$ cat src/sv/alignment_column_count_gap_stats_macros.svh
// Assertion macros for the column gap statistics block.
`ifndef ALIGNMENT_COLUMN_COUNT_GAP_STATS_MACROS_SVH
`define ALIGNMENT_COLUMN_COUNT_GAP_STATS_MACROS_SVH

// Same-cycle implication, checked outside reset.
`define ACGS_ASSERT_NOW(label, clk, rst_n, cond, prop) \
    label: assert property (@(posedge clk) disable iff (!rst_n) (cond) |-> (prop)) \
        else $error("acgs: same-cycle check failed");

// Next-cycle implication, checked outside reset.
`define ACGS_ASSERT_NEXT(label, clk, rst_n, cond, prop) \
    label: assert property (@(posedge clk) disable iff (!rst_n) (cond) |=> (prop)) \
        else $error("acgs: next-cycle check failed");

`endif

$ cat src/sv/acgs_pkg.sv
// Shared constants, types and helper functions for the column gap statistics block.
`timescale 1ns / 1ps
package acgs_pkg;

    localparam int MAX_READS = 1024;
    localparam int COUNT_W   = 11;
    localparam int NUM_SYMS  = 5;
    localparam int NUM_GAPS  = 4;
    localparam int PCT_W     = 7;
    localparam int DIV_STEPS = 7;

    localparam logic [COUNT_W-1:0] COUNT_MAX = '1;
    localparam logic [COUNT_W-1:0] DIV_MAX   =
        COUNT_W'((MAX_READS > 2047) ? 2047 : MAX_READS);
    localparam logic [PCT_W-1:0]   PCT_FULL  = 7'd100;

    localparam logic [7:0] CHAR_A   = 8'h41;
    localparam logic [7:0] CHAR_C   = 8'h43;
    localparam logic [7:0] CHAR_T   = 8'h54;
    localparam logic [7:0] CHAR_G   = 8'h47;
    localparam logic [7:0] CHAR_GAP = 8'h2D;

    typedef logic [COUNT_W-1:0] count_t;

    // Commands from the controller to the datapath
    typedef struct packed {
        logic       count_en;   // item accepted: count its symbol
        logic       col_close;  // hand counts to the sorter and clear them
        logic       sort_en;    // one transposition phase
        logic       sort_odd;   // odd phase when set
        logic       gap_update; // fold neighbor gaps into the trackers
        logic       div_load;   // load both dividers for the current rank
        logic       div_step;   // one quotient bit
        logic [2:0] div_shift;  // quotient bit position
        logic [1:0] rank;       // rank being reported
        logic       emit;       // capture a result
        logic       last;       // final result of the run
        logic       reload;     // restart trackers after the run
    } cmd_t;

    // Effective divisor: clamp to the supported read count, zero reads as one
    function automatic count_t acgs_divisor(input count_t rc);
        count_t d;
        d = rc;
        if (d > DIV_MAX) d = DIV_MAX;
        if (d == '0) d = count_t'(1);
        return d;
    endfunction

endpackage

$ cat src/sv/acgs_div.sv
// Restoring divider: value * 100 / divisor, saturated at 100, one bit per step.
`timescale 1ns / 1ps
module acgs_div
    import acgs_pkg::*;
(
    input  logic                   clk,
    input  logic                   load,
    input  logic                   step,
    input  logic [2:0]             shift,
    input  count_t                 value,
    input  count_t                 divisor,
    output logic [PCT_W-1:0]       percent
);

    logic [16:0]      rem_reg, rem_next;
    logic [PCT_W-1:0] quo_reg, quo_next;
    logic             sat_reg, sat_next;
    logic [16:0]      value_x;
    logic [16:0]      div_shifted;
    logic [17:0]      trial;

    assign value_x     = {6'b0, value};
    assign div_shifted = {6'b0, divisor} << shift;
    assign trial       = {1'b0, rem_reg} - {1'b0, div_shifted};

    always_comb
    begin
        rem_next = rem_reg;
        quo_next = quo_reg;
        sat_next = sat_reg;
        if (load)
        begin
            // value >= divisor means 100 percent or more; the product may wrap then
            sat_next = (value >= divisor);
            rem_next = (value_x << 6) + (value_x << 5) + (value_x << 2);
            quo_next = '0;
        end
        else if (step)
        begin
            if (!trial[17])
            begin
                rem_next        = trial[16:0];
                quo_next[shift] = 1'b1;
            end
        end
    end

    always_ff @(posedge clk)
    begin
        rem_reg <= rem_next;
        quo_reg <= quo_next;
        sat_reg <= sat_next;
    end

    assign percent = sat_reg ? PCT_FULL : quo_reg;

endmodule

$ cat src/sv/acgs_datapath.sv
// Datapath: symbol counters, sorter, gap trackers, dividers and result registers.
`timescale 1ns / 1ps
module acgs_datapath
    import acgs_pkg::*;
(
    input  logic             clk,
    input  logic             rst_n,
    input  cmd_t             cmd,
    input  logic [7:0]       symbol,
    input  logic             cfg_write,
    input  logic [10:0]      cfg_wdata,
    output logic             result_strobe,
    output logic [1:0]       slot_number,
    output logic [1:0]       rank_gap_index,
    output logic [PCT_W-1:0] min_percent,
    output logic [PCT_W-1:0] max_percent,
    output logic             last_result
);

    count_t           read_count_reg;
    count_t           counts_reg  [NUM_SYMS];
    count_t           counts_inc  [NUM_SYMS];
    count_t           sort_reg    [NUM_SYMS];
    count_t           sort_next   [NUM_SYMS];
    count_t           gap_min_reg [NUM_GAPS];
    count_t           gap_max_reg [NUM_GAPS];
    count_t           gap_val     [NUM_GAPS];
    count_t           divisor;
    logic [1:0]       slot_counter_reg;
    logic             strobe_reg;
    logic [1:0]       slot_out_reg;
    logic [1:0]       rank_out_reg;
    logic [PCT_W-1:0] min_out_reg;
    logic [PCT_W-1:0] max_out_reg;
    logic             last_out_reg;
    logic             sym_hit;
    logic [2:0]       sym_slot;
    logic [PCT_W-1:0] min_pct;
    logic [PCT_W-1:0] max_pct;

    assign divisor = acgs_divisor(read_count_reg);

    always_comb
    begin
        sym_hit  = 1'b1;
        sym_slot = 3'd0;
        case (symbol)
            CHAR_A:   sym_slot = 3'd0;
            CHAR_C:   sym_slot = 3'd1;
            CHAR_T:   sym_slot = 3'd2;
            CHAR_G:   sym_slot = 3'd3;
            CHAR_GAP: sym_slot = 3'd4;
            default:  sym_hit  = 1'b0;
        endcase
    end

    always_comb
    begin
        for (int i = 0; i < NUM_SYMS; i++)
        begin
            counts_inc[i] = counts_reg[i];
            if (cmd.count_en && sym_hit && (sym_slot == 3'(i)) && (counts_reg[i] != COUNT_MAX))
                counts_inc[i] = counts_reg[i] + count_t'(1);
        end
    end

    // Odd-even transposition: even phase orders (0,1),(2,3); odd phase (1,2),(3,4)
    always_comb
    begin
        for (int i = 0; i < NUM_SYMS; i++)
            sort_next[i] = sort_reg[i];
        if (cmd.sort_odd)
        begin
            if (sort_reg[1] > sort_reg[2])
            begin
                sort_next[1] = sort_reg[2];
                sort_next[2] = sort_reg[1];
            end
            if (sort_reg[3] > sort_reg[4])
            begin
                sort_next[3] = sort_reg[4];
                sort_next[4] = sort_reg[3];
            end
        end
        else
        begin
            if (sort_reg[0] > sort_reg[1])
            begin
                sort_next[0] = sort_reg[1];
                sort_next[1] = sort_reg[0];
            end
            if (sort_reg[2] > sort_reg[3])
            begin
                sort_next[2] = sort_reg[3];
                sort_next[3] = sort_reg[2];
            end
        end
    end

    always_comb
    begin
        for (int i = 0; i < NUM_GAPS; i++)
            gap_val[i] = sort_reg[i+1] - sort_reg[i];
    end

    always_ff @(posedge clk or negedge rst_n)
    begin
        if (!rst_n)
        begin
            read_count_reg   <= count_t'(1);
            slot_counter_reg <= '0;
            strobe_reg       <= 1'b0;
            for (int i = 0; i < NUM_SYMS; i++)
                counts_reg[i] <= '0;
            for (int i = 0; i < NUM_GAPS; i++)
            begin
                gap_min_reg[i] <= count_t'(1);
                gap_max_reg[i] <= '0;
            end
        end
        else
        begin
            strobe_reg <= cmd.emit;
            if (cmd.emit)
                slot_counter_reg <= slot_counter_reg + 2'd1;

            // Hand the finished column to the sorter and clear for the next
            for (int i = 0; i < NUM_SYMS; i++)
                counts_reg[i] <= cmd.col_close ? '0 : counts_inc[i];

            if (cfg_write)
            begin
                read_count_reg <= cfg_wdata;
                for (int i = 0; i < NUM_GAPS; i++)
                begin
                    gap_min_reg[i] <= acgs_divisor(cfg_wdata);
                    gap_max_reg[i] <= '0;
                end
            end
            else if (cmd.reload)
            begin
                for (int i = 0; i < NUM_GAPS; i++)
                begin
                    gap_min_reg[i] <= divisor;
                    gap_max_reg[i] <= '0;
                end
            end
            else if (cmd.gap_update)
            begin
                for (int i = 0; i < NUM_GAPS; i++)
                begin
                    if (gap_val[i] > gap_max_reg[i])
                        gap_max_reg[i] <= gap_val[i];
                    if (gap_val[i] < gap_min_reg[i])
                        gap_min_reg[i] <= gap_val[i];
                end
            end
        end
    end

    always_ff @(posedge clk)
    begin
        if (cmd.col_close)
        begin
            for (int i = 0; i < NUM_SYMS; i++)
                sort_reg[i] <= counts_inc[i];
        end
        else if (cmd.sort_en)
        begin
            for (int i = 0; i < NUM_SYMS; i++)
                sort_reg[i] <= sort_next[i];
        end

        if (cmd.emit)
        begin
            slot_out_reg <= slot_counter_reg;
            rank_out_reg <= cmd.rank;
            min_out_reg  <= min_pct;
            max_out_reg  <= max_pct;
            last_out_reg <= cmd.last;
        end
    end

    acgs_div u_div_min (
        .clk     (clk),
        .load    (cmd.div_load),
        .step    (cmd.div_step),
        .shift   (cmd.div_shift),
        .value   (gap_min_reg[cmd.rank]),
        .divisor (divisor),
        .percent (min_pct)
    );

    acgs_div u_div_max (
        .clk     (clk),
        .load    (cmd.div_load),
        .step    (cmd.div_step),
        .shift   (cmd.div_shift),
        .value   (gap_max_reg[cmd.rank]),
        .divisor (divisor),
        .percent (max_pct)
    );

    assign result_strobe  = strobe_reg;
    assign slot_number    = slot_out_reg;
    assign rank_gap_index = rank_out_reg;
    assign min_percent    = min_out_reg;
    assign max_percent    = max_out_reg;
    assign last_result    = last_out_reg;

endmodule

$ cat src/sv/acgs_ctrl.sv
// Controller: sequences counting, column sort, tracker update and result division.
`timescale 1ns / 1ps
module acgs_ctrl
    import acgs_pkg::*;
(
    input  logic clk,
    input  logic rst_n,
    input  logic start,
    input  logic column_end,
    input  logic alignment_end,
    output logic busy,
    output cmd_t cmd
);

    typedef enum logic [2:0] {
        ST_IDLE,
        ST_SORT,
        ST_GAPS,
        ST_DIV_LOAD,
        ST_DIV_STEP,
        ST_EMIT
    } state_t;

    state_t     state_reg;
    logic [2:0] phase_reg;
    logic [2:0] step_reg;
    logic [1:0] rank_reg;
    logic       aln_reg;
    logic       accept;

    assign busy   = (state_reg != ST_IDLE);
    assign accept = start && !busy;

    always_comb
    begin
        cmd           = '0;
        cmd.count_en  = accept;
        cmd.col_close = accept && (column_end || alignment_end);
        cmd.sort_odd  = phase_reg[0];
        cmd.div_shift = step_reg;
        cmd.rank      = rank_reg;
        cmd.last      = (rank_reg == 2'd0);
        case (state_reg)
            ST_IDLE:     ;
            ST_SORT:     cmd.sort_en    = 1'b1;
            ST_GAPS:     cmd.gap_update = 1'b1;
            ST_DIV_LOAD: cmd.div_load   = 1'b1;
            ST_DIV_STEP: cmd.div_step   = 1'b1;
            ST_EMIT:
            begin
                cmd.emit   = 1'b1;
                cmd.reload = (rank_reg == 2'd0);
            end
            default:     ;
        endcase
    end

    always_ff @(posedge clk or negedge rst_n)
    begin
        if (!rst_n)
        begin
            state_reg <= ST_IDLE;
            phase_reg <= '0;
            step_reg  <= '0;
            rank_reg  <= '0;
            aln_reg   <= 1'b0;
        end
        else
        begin
            case (state_reg)
                ST_IDLE:
                begin
                    if (accept && (column_end || alignment_end))
                    begin
                        state_reg <= ST_SORT;
                        phase_reg <= '0;
                        aln_reg   <= alignment_end;
                    end
                end
                ST_SORT:
                begin
                    phase_reg <= phase_reg + 3'd1;
                    if (phase_reg == 3'(NUM_SYMS - 1))
                        state_reg <= ST_GAPS;
                end
                ST_GAPS:
                begin
                    rank_reg  <= 2'(NUM_GAPS - 1);
                    state_reg <= aln_reg ? ST_DIV_LOAD : ST_IDLE;
                end
                ST_DIV_LOAD:
                begin
                    step_reg  <= 3'(DIV_STEPS - 1);
                    state_reg <= ST_DIV_STEP;
                end
                ST_DIV_STEP:
                begin
                    step_reg <= step_reg - 3'd1;
                    if (step_reg == 3'd0)
                        state_reg <= ST_EMIT;
                end
                ST_EMIT:
                begin
                    rank_reg <= rank_reg - 2'd1;
                    // Walk ranks from the top gap (between the two largest counts) down
                    state_reg <= (rank_reg == 2'd0) ? ST_IDLE : ST_DIV_LOAD;
                end
                default: state_reg <= ST_IDLE;
            endcase
        end
    end

endmodule

$ cat src/sv/alignment_column_count_gap_stats.sv
// Top level of the alignment column gap statistics block.
`timescale 1ns / 1ps
// An item is one alignment character, taken when start is high and busy is low.
// A character that ends no column leaves busy low. A column end raises busy for
// 5 odd-even transposition phases of the count sorter and one tracker update.
// An alignment end then adds, for each of the four ranks, a pass of the shared
// restoring dividers (load, 7 quotient bits, capture). Each result is on the
// outputs for one cycle with result_strobe high, ranks 3 down to 0; the
// receiver cannot hold them off, so capture every strobe. Write cfg_wdata only
// while the block is idle; the write restarts the min and max trackers.
`include "alignment_column_count_gap_stats_macros.svh"
module alignment_column_count_gap_stats
    import acgs_pkg::*;
(
    input  logic        clk,
    input  logic        rst_n,
    input  logic        start,
    output logic        busy,
    input  logic [7:0]  symbol,
    input  logic        column_end,
    input  logic        alignment_end,
    input  logic        cfg_write,
    input  logic [10:0] cfg_wdata,
    output logic        result_strobe,
    output logic [1:0]  slot_number,
    output logic [1:0]  rank_gap_index,
    output logic [6:0]  min_percent,
    output logic [6:0]  max_percent,
    output logic        last_result
);

    cmd_t cmd;

    acgs_ctrl u_ctrl (
        .clk           (clk),
        .rst_n         (rst_n),
        .start         (start),
        .column_end    (column_end),
        .alignment_end (alignment_end),
        .busy          (busy),
        .cmd           (cmd)
    );

    acgs_datapath u_datapath (
        .clk            (clk),
        .rst_n          (rst_n),
        .cmd            (cmd),
        .symbol         (symbol),
        .cfg_write      (cfg_write),
        .cfg_wdata      (cfg_wdata),
        .result_strobe  (result_strobe),
        .slot_number    (slot_number),
        .rank_gap_index (rank_gap_index),
        .min_percent    (min_percent),
        .max_percent    (max_percent),
        .last_result    (last_result)
    );

    `ACGS_ASSERT_NOW(a_pct_range, clk, rst_n, result_strobe,
        (min_percent <= PCT_FULL) && (max_percent <= PCT_FULL))
    `ACGS_ASSERT_NEXT(a_close_busy, clk, rst_n, start && !busy && (column_end || alignment_end),
        busy)
    `ACGS_ASSERT_NOW(a_mid_run_busy, clk, rst_n, result_strobe && !last_result, busy)
    `ACGS_ASSERT_NOW(a_last_rank, clk, rst_n, result_strobe && last_result,
        rank_gap_index == 2'd0)
    `ACGS_ASSERT_NEXT(a_strobe_gap, clk, rst_n, result_strobe, !result_strobe)

endmodule

$ cat config.mk
export PLATFORM = sky130hd
export DESIGN_NAME = alignment_column_count_gap_stats
export DESIGN_NICKNAME = d
export VERILOG_FILES = /design/src/sv/acgs_pkg.sv /design/src/sv/acgs_div.sv /design/src/sv/acgs_datapath.sv /design/src/sv/acgs_ctrl.sv /design/src/sv/alignment_column_count_gap_stats.sv
export VERILOG_INCLUDE_DIRS = /design/src /design/src/sv
export SDC_FILE = /design/constraint.sdc
export NUM_CORES = 1
export LEC_CHECK = 0
export ABC_AREA = 0
export BUFFER_PORTS_ARGS = -buffer_cell sky130_fd_sc_hd__buf_2
export CAP_MARGIN = 30
export CORE_ASPECT_RATIO = 2
export CORE_MARGIN = 2
export CORE_UTILIZATION = 65
export CTS_BUF_LIST = sky130_fd_sc_hd__clkbuf_4
export DETAILED_ROUTE_END_ITERATION = 6
export PLACE_DENSITY = 0.82
export SLEW_MARGIN = 20
export SYNTH_ARGS = -nofsm -noshare
export SYNTH_HDL_FRONTEND = slang
export SYNTH_SLANG_ARGS = --single-unit
export TNS_END_PERCENT = 5
$ cat constraint.sdc
create_clock -name clk -period 5.4 [get_ports clk]
set_clock_uncertainty 0.2 [all_clocks]
set_input_delay 1.08 -clock clk [delete_from_list [all_inputs] [get_ports clk]]
set_output_delay 1.08 -clock clk [all_outputs]
set_load 0.005 [all_outputs]
# Word level (Yosys, flattened, before mapping)

Memory sizes are Yosys's and may differ from the RTL's.
Index checks and enable logic that the tools add are counted.

Equal/unequal tests: 25
Magnitude comparators: 19
Shifts and indexed selects: 1
Muxes and demuxes: 78
Reductions and logical operators: 52
Bitwise logic cells: 10
$add $sub $neg: 19

Operators with widths:

| kind                    | number |
|---|---|
| $mux W11                | 34 |
| $mux W44                | 6 |
| $mux W17                | 6 |
| $gt A11 B11 Y1          | 8 |
| $mux W22                | 4 |
| $add A11 B1 Y11 const B | 5 |
| $ne A11 B11 Y1 const B  | 5 |
| $bmux W11 S2            | 2 |
| $lt A11 B11 Y1          | 4 |
| $sub A11 B11 Y11        | 4 |
| $sub A17 B17 Y18        | 2 |
| $add A17 B13 Y17        | 2 |
| $add A17 B16 Y17        | 2 |
| $mux W33                | 1 |
| $eq A8 B7 Y1 const B    | 4 |
| $reduce_bool A3 Y1      | 10 |
| $reduce_and A2 Y1       | 14 |
| $ge A11 B11 Y1          | 2 |
| $gt A11 B11 Y1 const B  | 2 |
| $logic_not A11 Y1       | 2 |
| $pmux W3 S6             | 1 |
| $shl A11 B3 Y17         | 1 |
| $logic_and A1 B1 Y1     | 14 |
| $or A7 B7 Y7            | 2 |
| 30 further kinds        | 67 |

Logic and storage cells: 237
Memories: 1
Input port bits: 25
Flip-flop bits (word level): 238
Bits in writable memories: 55

Memory list:

| memory              | words | bits a word | read ports | clocked after Yosys merged registers in | write ports | RTL line            | text |
|---|---|---|---|---|---|---|---|
| u_datapath.sort_reg | 5     | 11          | 5          | 0                                       | 5           | acgs_datapath.sv:23 | `count_t sort_reg [NUM_SYMS];` |

# Longest topological paths before layout

Depth in word-level cells: 9
Gate-level depth with buffers: 19
Depth with buffers taken out: 18

# Hierarchy

From an unflattened synthesis, not the netlist that was laid out.

Cells, all modules: 2,340
Area, all modules: 22,135.0 um2

By module, submodules not included:

| module        | times used | seq. area each (um2) | cells each | area each (um2) |
|---|---|---|---|---|
| acgs_datapath | 1          | 6,157.2              | 1,558      | 15,252.1 |
| acgs_div      | 2          | 680.7                | 353        | 3,076.7 |
| acgs_ctrl     | 1          | 300.3                | 76         | 729.4 |

# Least setup slack after synthesis

No wires, ideal clock.

Kind: register to register
Start: register u_ctrl.rank_reg[1]
End: register u_datapath.u_div_max.rem_reg[16], data pin
Setup slack: 1,074 ps
Cell stages (with the launch flop): 16
Buffers on the path: 3
Arrival time: 3,856 ps
Cells stage by stage: dfrtp_1 clkbuf_1 buf_1 clkbuf_1 mux4_2 inv_1 fa_1 inv_1 ha_1 nor2b_1 o21ai_0 a21oi_1 o41ai_1 o21ai_0 xnor2_1 mux2i_1

Longest elaborated chain between the ends: 7

RTL lines:

| element                                       | RTL line             | text |
|---|---|---|
| from (decl)                                   | acgs_ctrl.sv:27      | `logic [1:0] rank_reg;` |
| from (signal assigned)                        | acgs_ctrl.sv:88      | `rank_reg <= 2'(NUM_GAPS - 1);` |
| from (signal assigned)                        | acgs_ctrl.sv:104     | `rank_reg <= rank_reg - 2'd1;` |
| $not A2 Y3 (implied by the code) *            | acgs_datapath.sv:199 | `.value (gap_max_reg[cmd.rank]),` |
| $bmux W11 S2 *                                | acgs_datapath.sv:199 |  |
| $mux W11 (implied by the code) * (2 in a row) | acgs_datapath.sv:199 |  |
| $add A17 B16 Y17                              | acgs_div.sv:35       | `rem_next = (value_x << 6) + (value_x << 5) + (value_x << 2);` |
| $add A17 B13 Y17 *                            | acgs_div.sv:35       |  |
| $mux W17 *                                    | acgs_div.sv:31       | `if (load)` |
| named net u_datapath.u_div_max.rem_next[16]   | acgs_div.sv:15       | `logic [16:0] rem_reg, rem_next;` |
| to (signal assigned)                          | acgs_div.sv:50       | `rem_reg <= rem_next;` |
| to (decl)                                     | acgs_div.sv:15       |  |

Mark *: on every way through the listed nets, which the timed path passes. The rest lies on a longest branch. The select of a mux whose other input is x is not followed.
A chain may end at the register's enable or synchronous reset.

# Worst setup path after layout

Start: register u_datapath.read_count_reg[4]
End: register u_datapath.u_div_min.rem_reg[16], enable pin

Longest elaborated chain between the ends: 8

RTL lines:

| element                       | RTL line             | text |
|---|---|---|
| from (decl)                   | acgs_datapath.sv:20  | `count_t read_count_reg;` |
| from (signal assigned)        | acgs_datapath.sv:110 | `read_count_reg <= count_t'(1);` |
| from (signal assigned)        | acgs_datapath.sv:133 | `read_count_reg <= cfg_wdata;` |
| $gt A11 B11 Y1                | acgs_pkg.sv:45       | `if (d > DIV_MAX) d = DIV_MAX;` |
| $mux W11 *                    | acgs_pkg.sv:45       |  |
| $logic_not A11 Y1             | acgs_pkg.sv:46       | `if (d == '0) d = count_t'(1);` |
| $mux W11 *                    | acgs_pkg.sv:46       |  |
| $shl A11 B3 Y17 *             | acgs_div.sv:23       | `assign div_shifted = {6'b0, divisor} << shift;` |
| $sub A17 B17 Y18 *            | acgs_div.sv:24       | `assign trial = {1'b0, rem_reg} - {1'b0, div_shifted};` |
| $ne A2 B2 Y1 (no line) *      | -                    |  |
| $reduce_and A2 Y1 (no line) * | -                    |  |
| to (signal assigned)          | acgs_div.sv:50       |  |
| to (decl)                     | acgs_div.sv:15       |  |

Every way passes the cells marked *; elsewhere a longest branch is shown, timed or not.

==> flow_summary.ini <==
[outcome]
run_status = complete, no violations

[timing]
setup-tns-final_ns = 0
timing.fmax_mhz = 210
worst-slew-pin-transition_ns = 1.17
final.period_utilization = 0.882
period_minus_slack_ns = 4.77
unrepaired_setup_endpoints_after_global_routing = no
final.setup.worst_slack_ns = 0.635
timing.max_slew.rel_slack = 0.219
report.final.setup_viol = 0
timing.final.max_slew_violations = 0
timing_hold_violations_final = 0

[clock_tree]
ctsRootBufferMaster = clkbuf_4
tritoncts_clock_tree = built
ctsResizeCount = 0
postCtsSetupRepairBufs = 0
clk-insertion-delay-late_ns = 0.81
cts_inserted_buffers = 70
tritoncts_num_sinks = 293
clkSlewWorstSetupHoldPaths_ns = 0.08
cts-root-to-sink-buffers = 3
cts.htree.levels = 3
post_cts_hold_buffer_count = 0

[synthesis]
yosysTopAreaCell = dfrtp_1
post_syn_area_um2 = 21300
synth_cell_type_count = 78
syn_nets = 2541
synth_seq_area_share = 0.368
ys.flop_type = dfrtp_1
post_synth_arst_share = 0.577
mean_syn_cell_area_um2 = 9.36
post_synth_inst_count = 2272
ys_seq_elements = 293
synthTopCellsByArea = dfrtp_1 19%, edfxtp_1 16%, ha_1 13%
synth_edf_count = 110
post_synth_top_area_share = 0.193
yosysWarnings = 0

[setup_path]
end_kind = flip-flop
worstSetupPathDepth = 14
setup.reg_to_reg.worst_slack_ns = 0.63
r2r_cells = 14
worst_path_dominant_cell_family = compound AO/OA/AOI/OAI gates
worst_path_max_delay_cell = dfrtp_1
timing.critical_path.cells = nor4_1 -> nand3_1 -> o21ai_0 -> a31oi_1 -> o21ai_0 -> mux2i_1 -> ha_1 -> o211ai_1 -> nor3_1 -> o21ai_0 -> a31oi_1 -> o2bb2ai_1 -> nand2b_1 -> buf_4
worst_r2r_startpoint = u_datapath.read_count_reg[4]
worst_setup_path_start_kind = flip-flop
worst_ep_arrival_time_ns = 5.02
critical_path_required_ns = 5.65
biggest_cell_delay_along_the_critical_path_ns = 0.43
worstSetupPathType = flip-flop to flip-flop
r2r_end = u_datapath.u_div_min.rem_reg[16]
crit_buf_inv = 1
worstPathMaxFanout = 15
cpMostUsedCell = o21ai_0

[grt]
vias_in_the_first_global_route = 18500
grt_start_max_net_pins = 101
number_of_antenna_violations_at_the_first_check_in_global_routing = 4
grt.overflow.total = 0
grt_first_pass_wirelength_um = 101000
grt.total_usage = 0.390

[placement]
place_congestion = 0.999
place.detailed.hpwl_um = 51800
port-buffer-count = 45
preCtsSetupSlack_ns = 0.678

[drt]
initialDrtViolationCount = 959
drt-total-wl_um = 66400
viasPerCell = 6.36
first_pass_iters = 5
route.antenna.remaining_nets = 0
routed_via_count = 18000
remaining_drc_errors = 0
wl_per_cell_um = 23.5

[finish]
drive_above_1_share = 0.109
synthToLayoutAreaGrowth_pct = 8.30
layout.filler_cells = 2553
num-nets-final = 2613

[floorplan]
die_height_um = 260
chipWidth_um = 132
die_area_um2 = 34300
std_cell_rows = 93
top_level_ports = 46
floorplan.initialDensity = 0.660
core_area_um2 = 32200

[run]
max_cap_viol_count = 0

[min_path]
holdCritPathClass = input pin to asynchronous set/reset pin
-- routing by layer --
layer / part of all wire / vias up / GRT usage
li1: - / 8359 / -
met1: 0.30 / 8530 / 0.324
met5: 0 / - / 0
met4: 0.13 / 0 / 0.430
met2: 0.52 / 741 / 0.714
met3: 0.053 / 382 / 0.0805
-- logic make-up after synthesis --
group / synth area share
compound gates: 0.177
xor+xnor: 0.0445
fa+ha+maj: 0.151
buf+inv: 0.0526
flops: 0.368
mux: 0.0584
simple gates: 0.148
-- cell usage after synthesis (all sizes together) (14+ instances only) --
| master | count |
|---|---|
| nand4 | 25 |
| mux2i | 60 |
| a211oi | 25 |
| inv | 210 |
| dfxtp | 14 |
| o21ai | 102 |
| mux4 | 22 |
| xor2 | 46 |
| nand2b | 19 |
| fa | 22 |
| dfrtp | 164 |
| nor2 | 241 |
| o21a | 38 |
| a31oi | 28 |
| a21boi | 15 |
| o211a | 32 |
| nand2 | 166 |
| edfxtp | 110 |
| xnor2 | 62 |
| nand3 | 39 |
| nor3 | 51 |
| ha | 222 |
| a21oi | 169 |
| and3 | 19 |
| clkbuf | 70 |
| nor2b | 41 |
| a21o | 23 |
| o31ai | 20 |
| o211ai | 20 |
-- per-stage QoR --
step	cells	utilization	hold slack (ns)	instance area [um^2]
3_3_place_gp	2695	0.682	0.240	22000
5_1_grt	2829	0.714	0.0612	23000
6_report	2830	0.714	0.0357	23000
2_1_floorplan	2272	-	0.212	21300
4_1_cts	2824	0.713	0.221	23000
3_5_place_dp	2696	0.683	0.248	22000
-- layout make-up --
class	count	area, um^2	share of cell area
flip-flops and latches	293	7820	0.340
clock inverters	27	215	0.00935
clock buffers	101	758	0.0329
inverters	212	796	0.0346
diodes	3	7.51	0.000326
well taps	427	534	0.0232
repair buffers	81	534	0.0232
multi-input cells	1686	12400	0.537
-- layout by cell type (no fill, tap or decap), drive strengths merged, types with 19 or more instances in the layout --
| cell | instances |
|---|---|
| clkinv | 23 |
| mux4 | 22 |
| inv | 211 |
| fa | 22 |
| nor2 | 241 |
| o21a | 38 |
| edfxtp | 110 |
| and3 | 19 |
| o31ai | 20 |
| o211a | 32 |
| nand2 | 166 |
| clkbuf | 103 |
| xnor2 | 62 |
| mux2i | 60 |
| a211oi | 25 |
| nor2b | 41 |
| a31oi | 28 |
| ha | 222 |
| nand3 | 39 |
| buf | 79 |
| dfrtp | 164 |
| a21oi | 169 |
| a21o | 23 |
| xor2 | 46 |
| nor3 | 51 |
| o211ai | 20 |
| nand2b | 19 |
| nand4 | 25 |
| o21ai | 102 |
-- worst max-delay path by stage --
| stage | to | slack (ns) | start |
|---|---|---|---|
| 6_report | u_datapath.u_div_min.rem_reg[16] | 0.63 | u_datapath.read_count_reg[4] |
| 5_1_grt | u_datapath.gap_max_reg[27] | 0.25 | u_datapath.sort_reg[0][22] |
| 4_1_cts | u_datapath.u_div_min.rem_reg[16] | 0.66 | u_datapath.read_count_reg[4] |
| 3_5_place_dp | u_datapath.u_div_min.rem_reg[5] | 0.68 | u_datapath.read_count_reg[4] |
| 3_3_place_gp | u_datapath.u_div_max.rem_reg[16] | 0.71 | u_datapath.read_count_reg[4] |
| 2_1_floorplan | u_datapath.u_div_max.rem_reg[16] | 1.07 | u_ctrl.rank_reg[1] |
Power is left out: the tool's default activity adds up to more than one toggle a clock period on the data nets, which glitch-free logic cannot reach.
